**src/rtl/core/lbt_pkg.sv**
```systemverilog
// ---------------------------------------------------------------------------
// lbt_pkg
// types, codes and constants of the led blink table controller
// ---------------------------------------------------------------------------
`default_nettype none

package lbt_pkg;

    localparam int ENTRIES_DEF = 8;
    localparam int RESULT_CAP  = 8;
    localparam int NRES_W      = $clog2(RESULT_CAP + 1);

    localparam logic [15:0] TASK_PERIOD_RST = 16'd10;
    localparam logic [16:0] TICK_MAX        = 17'h1FFFF;
    localparam logic [7:0]  COUNT_FOREVER   = 8'd255;

    localparam logic [1:0] OP_SET   = 2'd0;
    localparam logic [1:0] OP_BLINK = 2'd1;
    localparam logic [1:0] OP_TICK  = 2'd2;
    localparam logic [1:0] OP_NOP   = 2'd3;

    localparam logic [1:0] MODE_OFF    = 2'd0;
    localparam logic [1:0] MODE_ON     = 2'd1;
    localparam logic [1:0] MODE_TOGGLE = 2'd2;

    localparam logic [1:0] ACT_SET    = 2'd0;
    localparam logic [1:0] ACT_CLEAR  = 2'd1;
    localparam logic [1:0] ACT_TOGGLE = 2'd2;

    localparam logic KIND_ACTION = 1'b0;
    localparam logic KIND_FULL   = 1'b1;

    typedef struct packed {
        logic [1:0]  opcode;
        logic [7:0]  port_id;
        logic [31:0] led_mask;
        logic [1:0]  set_mode;
        logic [7:0]  blink_count;
        logic [6:0]  duty_percent;
        logic [15:0] blink_period_ms;
    } t_cmd;

    typedef struct packed {
        logic        result_kind;
        logic [7:0]  out_port;
        logic [31:0] out_mask;
        logic [1:0]  pin_action;
        logic        last;
    } t_res;

    typedef struct packed {
        logic [7:0]  port;
        logic [31:0] mask;
        logic [16:0] ticks;
        logic [15:0] period;
        logic [7:0]  count;
        logic [6:0]  duty;
    } t_entry;

    typedef struct packed {
        logic   wr;
        logic   off;
        t_entry ent;
    } t_tick_wb;

endpackage

`default_nettype wire

```
**src/rtl/core/lbt_table.sv**
```systemverilog
// ---------------------------------------------------------------------------
// lbt_table
// entry memory with registered read and per-entry live bits
// ---------------------------------------------------------------------------
`default_nettype none

module lbt_table #(
    parameter int  ENTRIES = lbt_pkg::ENTRIES_DEF,
    localparam int IDXW    = (ENTRIES > 1) ? $clog2(ENTRIES) : 1
) (
    input  wire logic             i_clk,
    input  wire logic             i_rst_n,
    input  wire logic [IDXW-1:0]  i_rd_addr,
    output lbt_pkg::t_entry       o_rd_data,
    output logic                  o_rd_live,
    input  wire logic             i_wr_en,
    input  wire logic [IDXW-1:0]  i_wr_addr,
    input  wire lbt_pkg::t_entry  i_wr_data,
    input  wire logic             i_clr_en,
    input  wire logic [IDXW-1:0]  i_clr_addr
);
    import lbt_pkg::*;

    t_entry               r_mem [ENTRIES];
    logic [ENTRIES-1:0]   r_live;
    t_entry               r_rd_data;
    logic                 r_rd_live;

    always_ff @(posedge i_clk) begin
        if (i_wr_en) begin
            r_mem[i_wr_addr] <= i_wr_data;
        end
        r_rd_data <= r_mem[i_rd_addr];
    end

    always_ff @(posedge i_clk) begin
        if (!i_rst_n) begin
            r_live    <= '0;
            r_rd_live <= 1'b0;
        end else begin
            r_rd_live <= r_live[i_rd_addr];
            if (i_wr_en) begin
                r_live[i_wr_addr] <= 1'b1;
            end else if (i_clr_en) begin
                r_live[i_clr_addr] <= 1'b0;
            end
        end
    end

    assign o_rd_data = r_rd_data;
    assign o_rd_live = r_rd_live;

endmodule

`default_nettype wire

```
**src/rtl/core/lbt_tick_unit.sv**
```systemverilog
// ---------------------------------------------------------------------------
// lbt_tick_unit
// three-stage tick update: advance, multiply, scale and compare
// ---------------------------------------------------------------------------
`default_nettype none

module lbt_tick_unit #(
    parameter int  ENTRIES = lbt_pkg::ENTRIES_DEF,
    localparam int IDXW    = (ENTRIES > 1) ? $clog2(ENTRIES) : 1
) (
    input  wire logic             i_clk,
    input  wire logic             i_rst_n,
    input  wire logic             i_vld,
    input  wire logic [IDXW-1:0]  i_idx,
    input  wire logic             i_live,
    input  wire lbt_pkg::t_entry  i_ent,
    input  wire logic [15:0]      i_task_period,
    output logic                  o_busy,
    output lbt_pkg::t_tick_wb     o_wb,
    output logic [IDXW-1:0]       o_idx
);
    import lbt_pkg::*;

    logic             r_s1_vld, r_s2_vld, r_s3_vld;
    logic             r_s1_act, r_s2_act, r_s3_act;
    t_entry           r_s1_ent, r_s2_ent, r_s3_ent;
    logic [IDXW-1:0]  r_s1_idx, r_s2_idx, r_s3_idx;
    logic [32:0]      r_s2_elapsed;
    logic [22:0]      r_s2_prod, r_s3_prod;
    logic [39:0]      r_s3_e100;
    logic             r_s3_done;

    logic             n_act;
    t_entry           n_ent;
    logic [39:0]      n_el_ext;

    always_comb begin
        n_act = i_live && (i_ent.mask != 32'd0) && (i_ent.count != 8'd0);
        n_ent = i_ent;
        if (i_ent.ticks < TICK_MAX) begin
            n_ent.ticks = i_ent.ticks + 17'd1;
        end
        n_el_ext = {7'd0, r_s2_elapsed};
    end

    always_ff @(posedge i_clk) begin
        if (!i_rst_n) begin
            r_s1_vld <= 1'b0;
            r_s2_vld <= 1'b0;
            r_s3_vld <= 1'b0;
        end else begin
            r_s1_vld <= i_vld;
            r_s2_vld <= r_s1_vld;
            r_s3_vld <= r_s2_vld;
        end
    end

    always_ff @(posedge i_clk) begin
        r_s1_act     <= n_act;
        r_s1_ent     <= n_ent;
        r_s1_idx     <= i_idx;

        r_s2_act     <= r_s1_act;
        r_s2_ent     <= r_s1_ent;
        r_s2_idx     <= r_s1_idx;
        r_s2_elapsed <= {16'd0, r_s1_ent.ticks} * {17'd0, i_task_period};
        r_s2_prod    <= {7'd0, r_s1_ent.period} * {16'd0, r_s1_ent.duty};

        r_s3_act     <= r_s2_act;
        r_s3_ent     <= r_s2_ent;
        r_s3_idx     <= r_s2_idx;
        r_s3_prod    <= r_s2_prod;
        r_s3_e100    <= (n_el_ext << 6) + (n_el_ext << 5) + (n_el_ext << 2);
        r_s3_done    <= r_s2_elapsed >= {17'd0, r_s2_ent.period};
    end

    always_comb begin
        o_wb.wr  = r_s3_vld && r_s3_act;
        o_wb.off = r_s3_e100 >= {17'd0, r_s3_prod};
        o_wb.ent = r_s3_ent;
        if (r_s3_done) begin
            o_wb.ent.ticks = '0;
            if (r_s3_ent.count != COUNT_FOREVER) begin
                o_wb.ent.count = r_s3_ent.count - 8'd1;
            end
        end
    end

    assign o_idx  = r_s3_idx;
    assign o_busy = r_s1_vld || r_s2_vld || r_s3_vld;

endmodule

`default_nettype wire

```
**src/rtl/core/led_blink_table_controller.sv**
```systemverilog
// ---------------------------------------------------------------------------
// led_blink_table_controller
// table of blinking active-low led groups with set, blink and tick commands
// ---------------------------------------------------------------------------
// Every accepted tick word, and every set or blink word on a nonzero port,
// walks the entry memory through its single read port, one entry per cycle.
// Busy then stays high while the memory read and, for tick words, the
// three-stage tick arithmetic drain. Set and blink words with port zero
// and no-op words are accepted without a walk and leave busy low. Result
// words leave one per cycle on o_res_strobe and must be taken when shown;
// the receiver cannot stall them. The final word of an item may appear
// once busy is low again, alongside the next accept. The config write
// port is ready whenever busy is low. No clearing pass follows reset.
// ---------------------------------------------------------------------------
`default_nettype none

module led_blink_table_controller #(
    parameter int ENTRIES = lbt_pkg::ENTRIES_DEF
) (
    input  wire logic         i_clk,
    input  wire logic         i_rst_n,
    input  wire logic         start,
    output logic              busy,
    input  wire lbt_pkg::t_cmd i_cmd,
    output logic              o_res_strobe,
    output lbt_pkg::t_res     o_res,
    input  wire logic         i_cfg_valid,
    output logic              o_cfg_ready,
    input  wire logic [15:0]  i_cfg_data
);
    import lbt_pkg::*;

    localparam int IDXW = (ENTRIES > 1) ? $clog2(ENTRIES) : 1;

    localparam logic [1:0] ST_IDLE = 2'd0;
    localparam logic [1:0] ST_WALK = 2'd1;
    localparam logic [1:0] ST_WAIT = 2'd2;
    localparam logic [1:0] ST_FIN  = 2'd3;

    logic [1:0]         r_state, n_state;
    logic [IDXW-1:0]    r_idx, n_idx;
    t_cmd               r_cmd;
    logic [15:0]        r_task_period;
    logic               r_rd_vld;
    logic [IDXW-1:0]    r_rd_addr;
    logic               r_match_fnd, r_free_fnd;
    logic [IDXW-1:0]    r_match_idx, r_free_idx;
    logic               r_out_vld, n_out_vld;
    t_res               r_out, n_out;
    logic               r_hold_vld, n_hold_vld;
    t_res               r_hold, n_hold;
    logic [NRES_W-1:0]  r_nres, n_nres;

    logic               acc;
    logic               useful;
    t_entry             rd_data;
    logic               rd_live;
    logic               hit;
    logic               clr_en;
    logic               blink_wr;
    logic               wr_en;
    logic [IDXW-1:0]    wr_addr;
    t_entry             wr_data;
    t_entry             blink_ent;
    logic               tk_busy;
    t_tick_wb           tk_wb;
    logic [IDXW-1:0]    tk_idx;
    logic [1:0]         set_act;

    assign busy        = (r_state != ST_IDLE);
    assign o_cfg_ready = !busy;
    assign acc         = start && !busy;
    assign useful      = (i_cmd.opcode == OP_TICK) ||
                         (((i_cmd.opcode == OP_SET) || (i_cmd.opcode == OP_BLINK)) &&
                          (i_cmd.port_id != 8'd0));

    assign hit    = rd_live && (rd_data.port == r_cmd.port_id) &&
                    (rd_data.mask == r_cmd.led_mask);
    assign clr_en = r_rd_vld && (r_cmd.opcode == OP_SET) && hit;

    assign blink_wr = (r_state == ST_FIN) && (r_cmd.opcode == OP_BLINK) &&
                      (r_match_fnd || r_free_fnd);

    always_comb begin
        blink_ent.port   = r_cmd.port_id;
        blink_ent.mask   = r_cmd.led_mask;
        blink_ent.ticks  = '0;
        blink_ent.period = r_cmd.blink_period_ms;
        blink_ent.count  = r_cmd.blink_count;
        blink_ent.duty   = r_cmd.duty_percent;
        wr_en   = tk_wb.wr || blink_wr;
        wr_addr = tk_idx;
        wr_data = tk_wb.ent;
        if (!tk_wb.wr) begin
            wr_addr = r_match_fnd ? r_match_idx : r_free_idx;
            wr_data = blink_ent;
        end
    end

    always_comb begin
        case (r_cmd.set_mode)
            MODE_ON:     set_act = ACT_CLEAR;
            MODE_TOGGLE: set_act = ACT_TOGGLE;
            default:     set_act = ACT_SET;
        endcase
    end

    lbt_table #(
        .ENTRIES (ENTRIES)
    ) u_table (
        .i_clk      (i_clk),
        .i_rst_n    (i_rst_n),
        .i_rd_addr  (r_idx),
        .o_rd_data  (rd_data),
        .o_rd_live  (rd_live),
        .i_wr_en    (wr_en),
        .i_wr_addr  (wr_addr),
        .i_wr_data  (wr_data),
        .i_clr_en   (clr_en),
        .i_clr_addr (r_rd_addr)
    );

    lbt_tick_unit #(
        .ENTRIES (ENTRIES)
    ) u_tick (
        .i_clk         (i_clk),
        .i_rst_n       (i_rst_n),
        .i_vld         (r_rd_vld && (r_cmd.opcode == OP_TICK)),
        .i_idx         (r_rd_addr),
        .i_live        (rd_live),
        .i_ent         (rd_data),
        .i_task_period (r_task_period),
        .o_busy        (tk_busy),
        .o_wb          (tk_wb),
        .o_idx         (tk_idx)
    );

    always_comb begin
        n_state    = r_state;
        n_idx      = r_idx;
        n_out_vld  = 1'b0;
        n_out      = r_out;
        n_hold     = r_hold;
        n_hold_vld = r_hold_vld;
        n_nres     = r_nres;

        unique case (r_state)
            ST_IDLE: begin
                if (acc && useful) begin
                    n_state    = ST_WALK;
                    n_idx      = '0;
                    n_nres     = '0;
                    n_hold_vld = 1'b0;
                end
            end
            ST_WALK: begin
                if (r_idx == IDXW'(ENTRIES - 1)) begin
                    n_state = ST_WAIT;
                end else begin
                    n_idx = r_idx + 1'b1;
                end
            end
            ST_WAIT: begin
                if (!r_rd_vld && !tk_busy) begin
                    n_state = ST_FIN;
                end
            end
            ST_FIN: begin
                n_state = ST_IDLE;
                unique case (r_cmd.opcode)
                    OP_SET: begin
                        n_out_vld        = 1'b1;
                        n_out.result_kind = KIND_ACTION;
                        n_out.out_port   = r_cmd.port_id;
                        n_out.out_mask   = r_cmd.led_mask;
                        n_out.pin_action = set_act;
                        n_out.last       = 1'b1;
                    end
                    OP_BLINK: begin
                        if (!r_match_fnd && !r_free_fnd) begin
                            n_out_vld         = 1'b1;
                            n_out.result_kind = KIND_FULL;
                            n_out.out_port    = '0;
                            n_out.out_mask    = '0;
                            n_out.pin_action  = ACT_SET;
                            n_out.last        = 1'b1;
                        end
                    end
                    OP_TICK: begin
                        if (r_hold_vld) begin
                            n_out_vld  = 1'b1;
                            n_out      = r_hold;
                            n_out.last = 1'b1;
                            n_hold_vld = 1'b0;
                        end
                    end
                    default: begin
                        n_out_vld = 1'b0;
                    end
                endcase
            end
            default: begin
                n_state = ST_IDLE;
            end
        endcase

        if (tk_wb.wr && (r_nres < NRES_W'(RESULT_CAP))) begin
            if (r_hold_vld) begin
                n_out_vld  = 1'b1;
                n_out      = r_hold;
                n_out.last = 1'b0;
            end
            n_hold.result_kind = KIND_ACTION;
            n_hold.out_port    = tk_wb.ent.port;
            n_hold.out_mask    = tk_wb.ent.mask;
            n_hold.pin_action  = tk_wb.off ? ACT_SET : ACT_CLEAR;
            n_hold.last        = 1'b0;
            n_hold_vld         = 1'b1;
            n_nres             = r_nres + 1'b1;
        end
    end

    always_ff @(posedge i_clk) begin
        if (!i_rst_n) begin
            r_state       <= ST_IDLE;
            r_idx         <= '0;
            r_task_period <= TASK_PERIOD_RST;
            r_rd_vld      <= 1'b0;
            r_match_fnd   <= 1'b0;
            r_free_fnd    <= 1'b0;
            r_out_vld     <= 1'b0;
            r_hold_vld    <= 1'b0;
            r_nres        <= '0;
        end else begin
            r_state    <= n_state;
            r_idx      <= n_idx;
            r_rd_vld   <= (r_state == ST_WALK);
            r_out_vld  <= n_out_vld;
            r_hold_vld <= n_hold_vld;
            r_nres     <= n_nres;
            if (i_cfg_valid && o_cfg_ready) begin
                r_task_period <= i_cfg_data;
            end
            if (acc) begin
                r_match_fnd <= 1'b0;
                r_free_fnd  <= 1'b0;
            end else if (r_rd_vld && (r_cmd.opcode == OP_BLINK)) begin
                if (hit && !r_match_fnd) begin
                    r_match_fnd <= 1'b1;
                end
                if (!rd_live && !r_free_fnd) begin
                    r_free_fnd <= 1'b1;
                end
            end
        end
    end

    always_ff @(posedge i_clk) begin
        r_out     <= n_out;
        r_hold    <= n_hold;
        r_rd_addr <= r_idx;
        if (acc) begin
            r_cmd <= i_cmd;
        end
        if (r_rd_vld && hit && !r_match_fnd) begin
            r_match_idx <= r_rd_addr;
        end
        if (r_rd_vld && !rd_live && !r_free_fnd) begin
            r_free_idx <= r_rd_addr;
        end
    end

    assign o_res_strobe = r_out_vld;
    assign o_res        = r_out;

endmodule

`default_nettype wire

```
**config.mk**
```make
export PLATFORM = sky130hd
export DESIGN_NAME = led_blink_table_controller
export DESIGN_NICKNAME = d
export VERILOG_FILES = /design/src/rtl/core/lbt_pkg.sv /design/src/rtl/core/lbt_table.sv /design/src/rtl/core/lbt_tick_unit.sv /design/src/rtl/core/led_blink_table_controller.sv
export SDC_FILE = /design/constraint.sdc
export NUM_CORES = 2
export LEC_CHECK = 0
export CAP_MARGIN = 0
export CORE_MARGIN = 5
export CORE_UTILIZATION = 55
export DETAILED_ROUTE_END_ITERATION = 10
export DONT_BUFFER_PORTS = 1
export PLACE_DENSITY = 0.7
export SYNTH_ARGS = -nofsm -noshare
export SYNTH_HDL_FRONTEND = slang
export SYNTH_SLANG_ARGS = --single-unit
```
**constraint.sdc**
```tcl
create_clock -name i_clk -period 15.9 [get_ports i_clk]
set_input_delay 3.975 -clock i_clk [delete_from_list [all_inputs] [get_ports i_clk]]
set_output_delay 3.975 -clock i_clk [all_outputs]
set_load 0.01 [all_outputs]
```
# Yosys cells after proc, flatten, opt, wreduce, memory -nomap -nowiden

Memories as Yosys holds them, arrays and structs flattened. A register that Yosys moved wholly into a read port is not among the register bits.
Index checks and enable logic that the tools add are counted.
Widths: inputs -> output; s select.

Bits in writable memories: 704
Bits in registers: 608
Memories kept: 1
Bits of input ports: 95

Memory list:

| name          | words | width | rd ports | clocked after Yosys merged registers in | wr ports | RTL line        | RTL |
|---|---|---|---|---|---|---|---|
| u_table.r_mem | 8     | 88    | 1        | 1                                       | 1        | lbt_table.sv:24 | `t_entry r_mem [ENTRIES];` |

Multipliers: 2
Multiplexer cells: 45
Add/subtract/negate cells: 6
Reduce and logical (&&, ||, !) cells: 57
Magnitude comparators: 9
Equality and inequality tests: 19
Bitwise logic cells: 4

Operator list:

| cell                  | number |
|---|---|
| $mux 44               | 5 |
| $pmux 44 s3           | 1 |
| $mux 88               | 1 |
| $add 39x38->40        | 1 |
| $add 40x35->40        | 1 |
| $ge 40x23->1          | 1 |
| $mux 17               | 2 |
| $ge 33x16->1          | 1 |
| $mul 17x16->33        | 1 |
| $eq 32x32->1          | 1 |
| $mux 8                | 4 |
| $reduce_bool 32->1    | 1 |
| $logic_and 1x1->1     | 26 |
| $mul 16x7->23         | 1 |
| $add 17x1->17 const B | 1 |
| $lt 17x17->1 const B  | 1 |
| $reduce_bool 8->1     | 2 |
| $mux 1                | 14 |
| $lt 3x4->1 const B    | 3 |
| $mux 3                | 4 |
| $mux 4                | 3 |
| $eq 2x2->1 const B    | 5 |
| $reduce_bool 2->1     | 5 |
| $reduce_and 3->1      | 3 |
| other kinds (30)      | 54 |

# Longest topological paths before layout

Word-level depth: 8
Gate-level depth with buffers: 23
Mapped depth without buffers: 22

# Modules after synthesis

From an unflattened synthesis, not the netlist that was laid out.

Cells, all modules: 4214
Area total of the unflattened synthesis: 61928.1 um2

By module, submodules not included:

| module                     | cells an instance | area an instance (um2) | instances | seq. area each (um2) |
|---|---|---|---|---|
| lbt_table                  | 1149              | 28682.5                | 1         | 23082.1 |
| lbt_tick_unit              | 2409              | 24816.3                | 1         | 7947.6 |
| led_blink_table_controller | 656               | 8429.3                 | 1         | 5205.0 |

# Worst setup path after synthesis

No wires, ideal clock.

Kind: input to register
From: input start
To: register r_cmd, in the netlist blink_ent[0], enable pin
Data required time: 15471 ps
Slack: 9948 ps
Data arrival time: 5523 ps
Cell stages on the path: 2
Setup time: 429 ps
Cells stage by stage: nand2_1 -> inv_1

Word-level cells in the longest chain between the ends: 1

RTL lines:

| element              | RTL line                          | RTL |
|---|---|---|
| start, declared      | led_blink_table_controller.sv:22  | `input wire logic start,` |
| $logic_and 1x1->1    | led_blink_table_controller.sv:72  | `assign acc = start && !busy;` |
| net acc              | led_blink_table_controller.sv:54  | `logic acc;` |
| end signal, assigned | led_blink_table_controller.sv:263 | `r_cmd <= i_cmd;` |
| end, declared        | led_blink_table_controller.sv:42  | `t_cmd r_cmd;` |

The timed path passes the listed nets, and every way through them passes these cells.
A chain may end at the register's enable or synchronous reset.

# Worst setup path in the final report

From: register r_task_period[7]
To: register u_tick.r_s2_elapsed[28]

Word-level cells in the longest chain between the ends: 1

RTL lines:

| element                | RTL line                          | RTL |
|---|---|---|
| start, declared        | led_blink_table_controller.sv:43  | `logic [15:0] r_task_period;` |
| start signal, assigned | led_blink_table_controller.sv:242 | `r_task_period <= i_cfg_data;` |
| $mul 17x16->33         | lbt_tick_unit.sv:66               | `r_s2_elapsed <= {16'd0, r_s1_ent.ticks} * {17'd0, i_task_period};` |
| end signal, assigned   | lbt_tick_unit.sv:66               |  |
| end, declared          | lbt_tick_unit.sv:28               | `logic [32:0] r_s2_elapsed;` |

Every way passes these cells.

==> metrics <==
Unique masters post-synth=82; Final setup viols=0; Period Utilization, post-route=0.396; Synth area leaders=edfxtp_1 41%, dfxtp_1 19%, fa_1 10%; Switch Pwr=between 4 and 5 mW; synthesis-stage register bit count=approximately 1400; syn_area_per_cell=~14 µm²; post-synthesis sequential area ratio=0.592; HP Start=u_tick.r_s2_ent[4]$_DFF_P_; Root Buffer=clkbuf_16; Core Area=between 100000 and 150000 µm²; Post-CTS Setup Inserts=0; Flop pwr share=0.396; r2r setup slk=9.60 ns; routability cong.=between 0.8 and 0.9; critical-path maximum fanout=18; CP required=~17 ns; num ports=142; Fin. Hold Viols=0; Worst Setup Path Type=flip-flop to flip-flop; clk_lat worst skew=0.73 ns; Peak Freq=159 MHz; Sink Count=1397; sw frac=0.340; Worst VDD drop=~150 µV; die extent in x=approximately 340 µm; Worst R2R Path Depth=21; # hold bufs at CTS=0; top-area cell type share of the netlist area=0.405; Min-Delay Path Class=flip-flop to flip-flop; top cells by count, synth=826 x edfxtp_1, 571 x dfxtp_1, 545 x nand2_1; status=finished clean; Pleak=25.8 nW; number of synthesized flops with an enable pin=between 800 and 900; Routed wire per std cell=between 20 and 25 µm; Std-Cell Rows=122; RSZ-0062 raised after global routing=no; Int Pwr=just over 8 mW; Post-route DRC=0; reg2reg start=r_task_period[7]$_SDFFE_PN0P_; clk buf depth=3; depth of the worst hold-timing path=0; drt initial violations=~2900; asr flop ratio synth=0; final slew viol count=0; gr ovfl total=0; die height=approximately 340 µm; startpoint types=flip-flop; Clk network pwr share=0.255; layout cells sized above 1=0.121; area grow syn2layout=9.90%; Clock transition at path regs=roughly 0.06 ns; largest net degree at the start of global routing=70; starting density of the core=0.554; Tmin final=between 6 and 7 ns; DRT antenna net count=0; vias in the first global route=34431; Top FF cell, synth=edfxtp_1; max_slew headroom=0.225; global-route wire length before repair=a little over 200000 µm; die area=~120000 µm²; final hold slack=about 0.32 ns; Placed Area=62800 µm²; Resize count post-CTS=0; clock skew=0.0311 ns; CP endpoint kind=flip-flop; Yosys warnings=0; area leader, netlist=edfxtp_1; GRT Total Usage=0.228; total of max-cap violations=0; most common cell in the netlist=edfxtp_1; DR pass1 iterations=5; CTS tree=done; vias per inst=5.64; combinational power share=0.350; Post-Route Setup TNS=0 ns; port bufs=0; Hold EP=u_tick.o_wb[4]$_DFF_P_; slew of the pin with the lowest slew margin=1.15 ns; PD cells=~180 nW/µm²; total CTS buffers=139; Mapped Nets=approximately 5000; R2R Path End=u_tick.r_s2_elapsed[28]$_DFF_P_; H-tree Lvls=4; initial antenna violation count=13; Mapped Area=between 60000 and 70000 µm²; cell count after synthesis=between 4000 and 5000; Via Count=approximately 34000; WP data arrival=just under 7 ns; DRT Wirelength=132000 µm; hpwl dp=roughly 86000 µm; finished layout cell area=slightly below 70000 µm²; Post-layout nets=roughly 5000
-- logic make-up after synthesis --
kind of cell,count (synthesis),share of synthesized area
xor gates and xnor gates,129,0.0185
and+or+nand+nor,1015,0.0781
muxes,274,0.0830
adders and majority gates,556,0.151
AOI/OAI and AO/OA,411,0.0432
buffers and inverters,542,0.0335
DFF,1397,0.592
-- layout by cell type, fill, tap and decap left out, drive strengths merged, types with 39 or more instances in the layout --
cell type / n
a21o: 55
a21oi: 127
a22oi: 42
and2: 203
clkbuf: 202
clkinv: 40
dfxtp: 571
edfxtp: 826
fa: 307
ha: 249
inv: 406
mux2: 88
mux4: 178
nand2: 545
nand3: 39
nor2: 79
o21ai: 80
xnor2: 106
-- metal layers --
layer  up-vias  wire length [µm]  GRT usage
li1      15178                 -          -
met4         8              3710     0.0713
met2      1146             60800      0.355
met3       212             10200     0.0516
met1     17070             57200      0.326
met5         -                38          0
-- metrics by stage --
step	power (mW)	util	setup WS, ns	std cells
finish	12.4	0.608	9.60	5957
global placement	9.24	0.568	9.78	5695
detailed placement	9.28	0.568	9.68	5695
global route	13.3	0.608	9.28	5952
floorplan	8.20	-	9.95	4324
CTS	12.5	0.608	9.66	5950
-- state kept, by name (all words and copies together), names as in the netlist, 23 cells and up --
| register | cells |
|---|---|
| u_table.r_mem | 704 |
| u_table.o_rd_data | 88 |
| u_tick.r_s1_ent | 88 |
| u_tick.r_s2_ent | 88 |
| blink_ent | 71 |
| u_tick.o_wb | 63 |
| o_res | 44 |
| r_hold | 41 |
| u_tick.r_s3_e100 | 38 |
| u_tick.r_s2_elapsed | 33 |
| u_tick.r_s3_ent | 25 |
| u_tick.r_s2_prod | 23 |
| u_tick.r_s3_prod | 23 |
-- worst max-delay path: stages, from the launching register on --
cell	delay [ns]
dfxtp_1	0.76
nand2_1	0.17
fa_1	0.57
inv_1	0.05
fa_1	0.51
inv_1	0.06
fa_1	0.52
inv_1	0.05
fa_1	0.46
fa_1	0.49
inv_1	0.05
fa_1	0.47
inv_1	0.04
ha_1	0.32
and3_1	0.21
nand3_1	0.11
a211oi_1	0.05
a21oi_1	0.31
a21oi_1	0.21
a221oi_2	0.44
mux2i_1	0.23
nand3_1	0.08
-- power by group through the flow --
| stage | sequential (mW) | combinational [mW] | clock [mW] |
|---|---|---|---|
| 2_1_floorplan | 4.70 | 3.50 | 0 |
| 3_3_place_gp | 4.96 | 4.28 | 0 |
| 3_5_place_dp | 4.96 | 4.32 | 0 |
| 4_1_cts | 4.90 | 4.35 | 3.21 |
| 5_1_grt | 4.95 | 4.94 | 3.37 |
| 6_report | 4.89 | 4.32 | 3.15 |
-- how the worst max path moves through the flow --
stage                                 endpoint                           from  slack, ns
2_1_floorplan           blink_ent[0]$_DFFE_PP_                          start       9.95
3_3_place_gp   u_tick.r_s2_elapsed[28]$_DFF_P_  r_task_period[7]$_SDFFE_PN0P_       9.78
3_5_place_dp   u_tick.r_s2_elapsed[28]$_DFF_P_  r_task_period[7]$_SDFFE_PN0P_       9.68
4_1_cts        u_tick.r_s2_elapsed[28]$_DFF_P_  r_task_period[7]$_SDFFE_PN0P_       9.66
5_1_grt        u_tick.r_s2_elapsed[28]$_DFF_P_  r_task_period[7]$_SDFFE_PN0P_       9.28
6_report       u_tick.r_s2_elapsed[28]$_DFF_P_  r_task_period[7]$_SDFFE_PN0P_       9.60
-- area by class of cell --
class	count	area, µm²
Clock inverter	53	477
Multi-Input combinational cell	2385	22900
Tap cell	1488	1860
Clock buffer	202	3980
Inverter	397	1510
Antenna cell	7	17.5
Fill cell	8350	43300
Timing Repair Buffer	28	210
Sequential cell	1397	36200
Note: power is estimated with default switching activity, not from simulation.
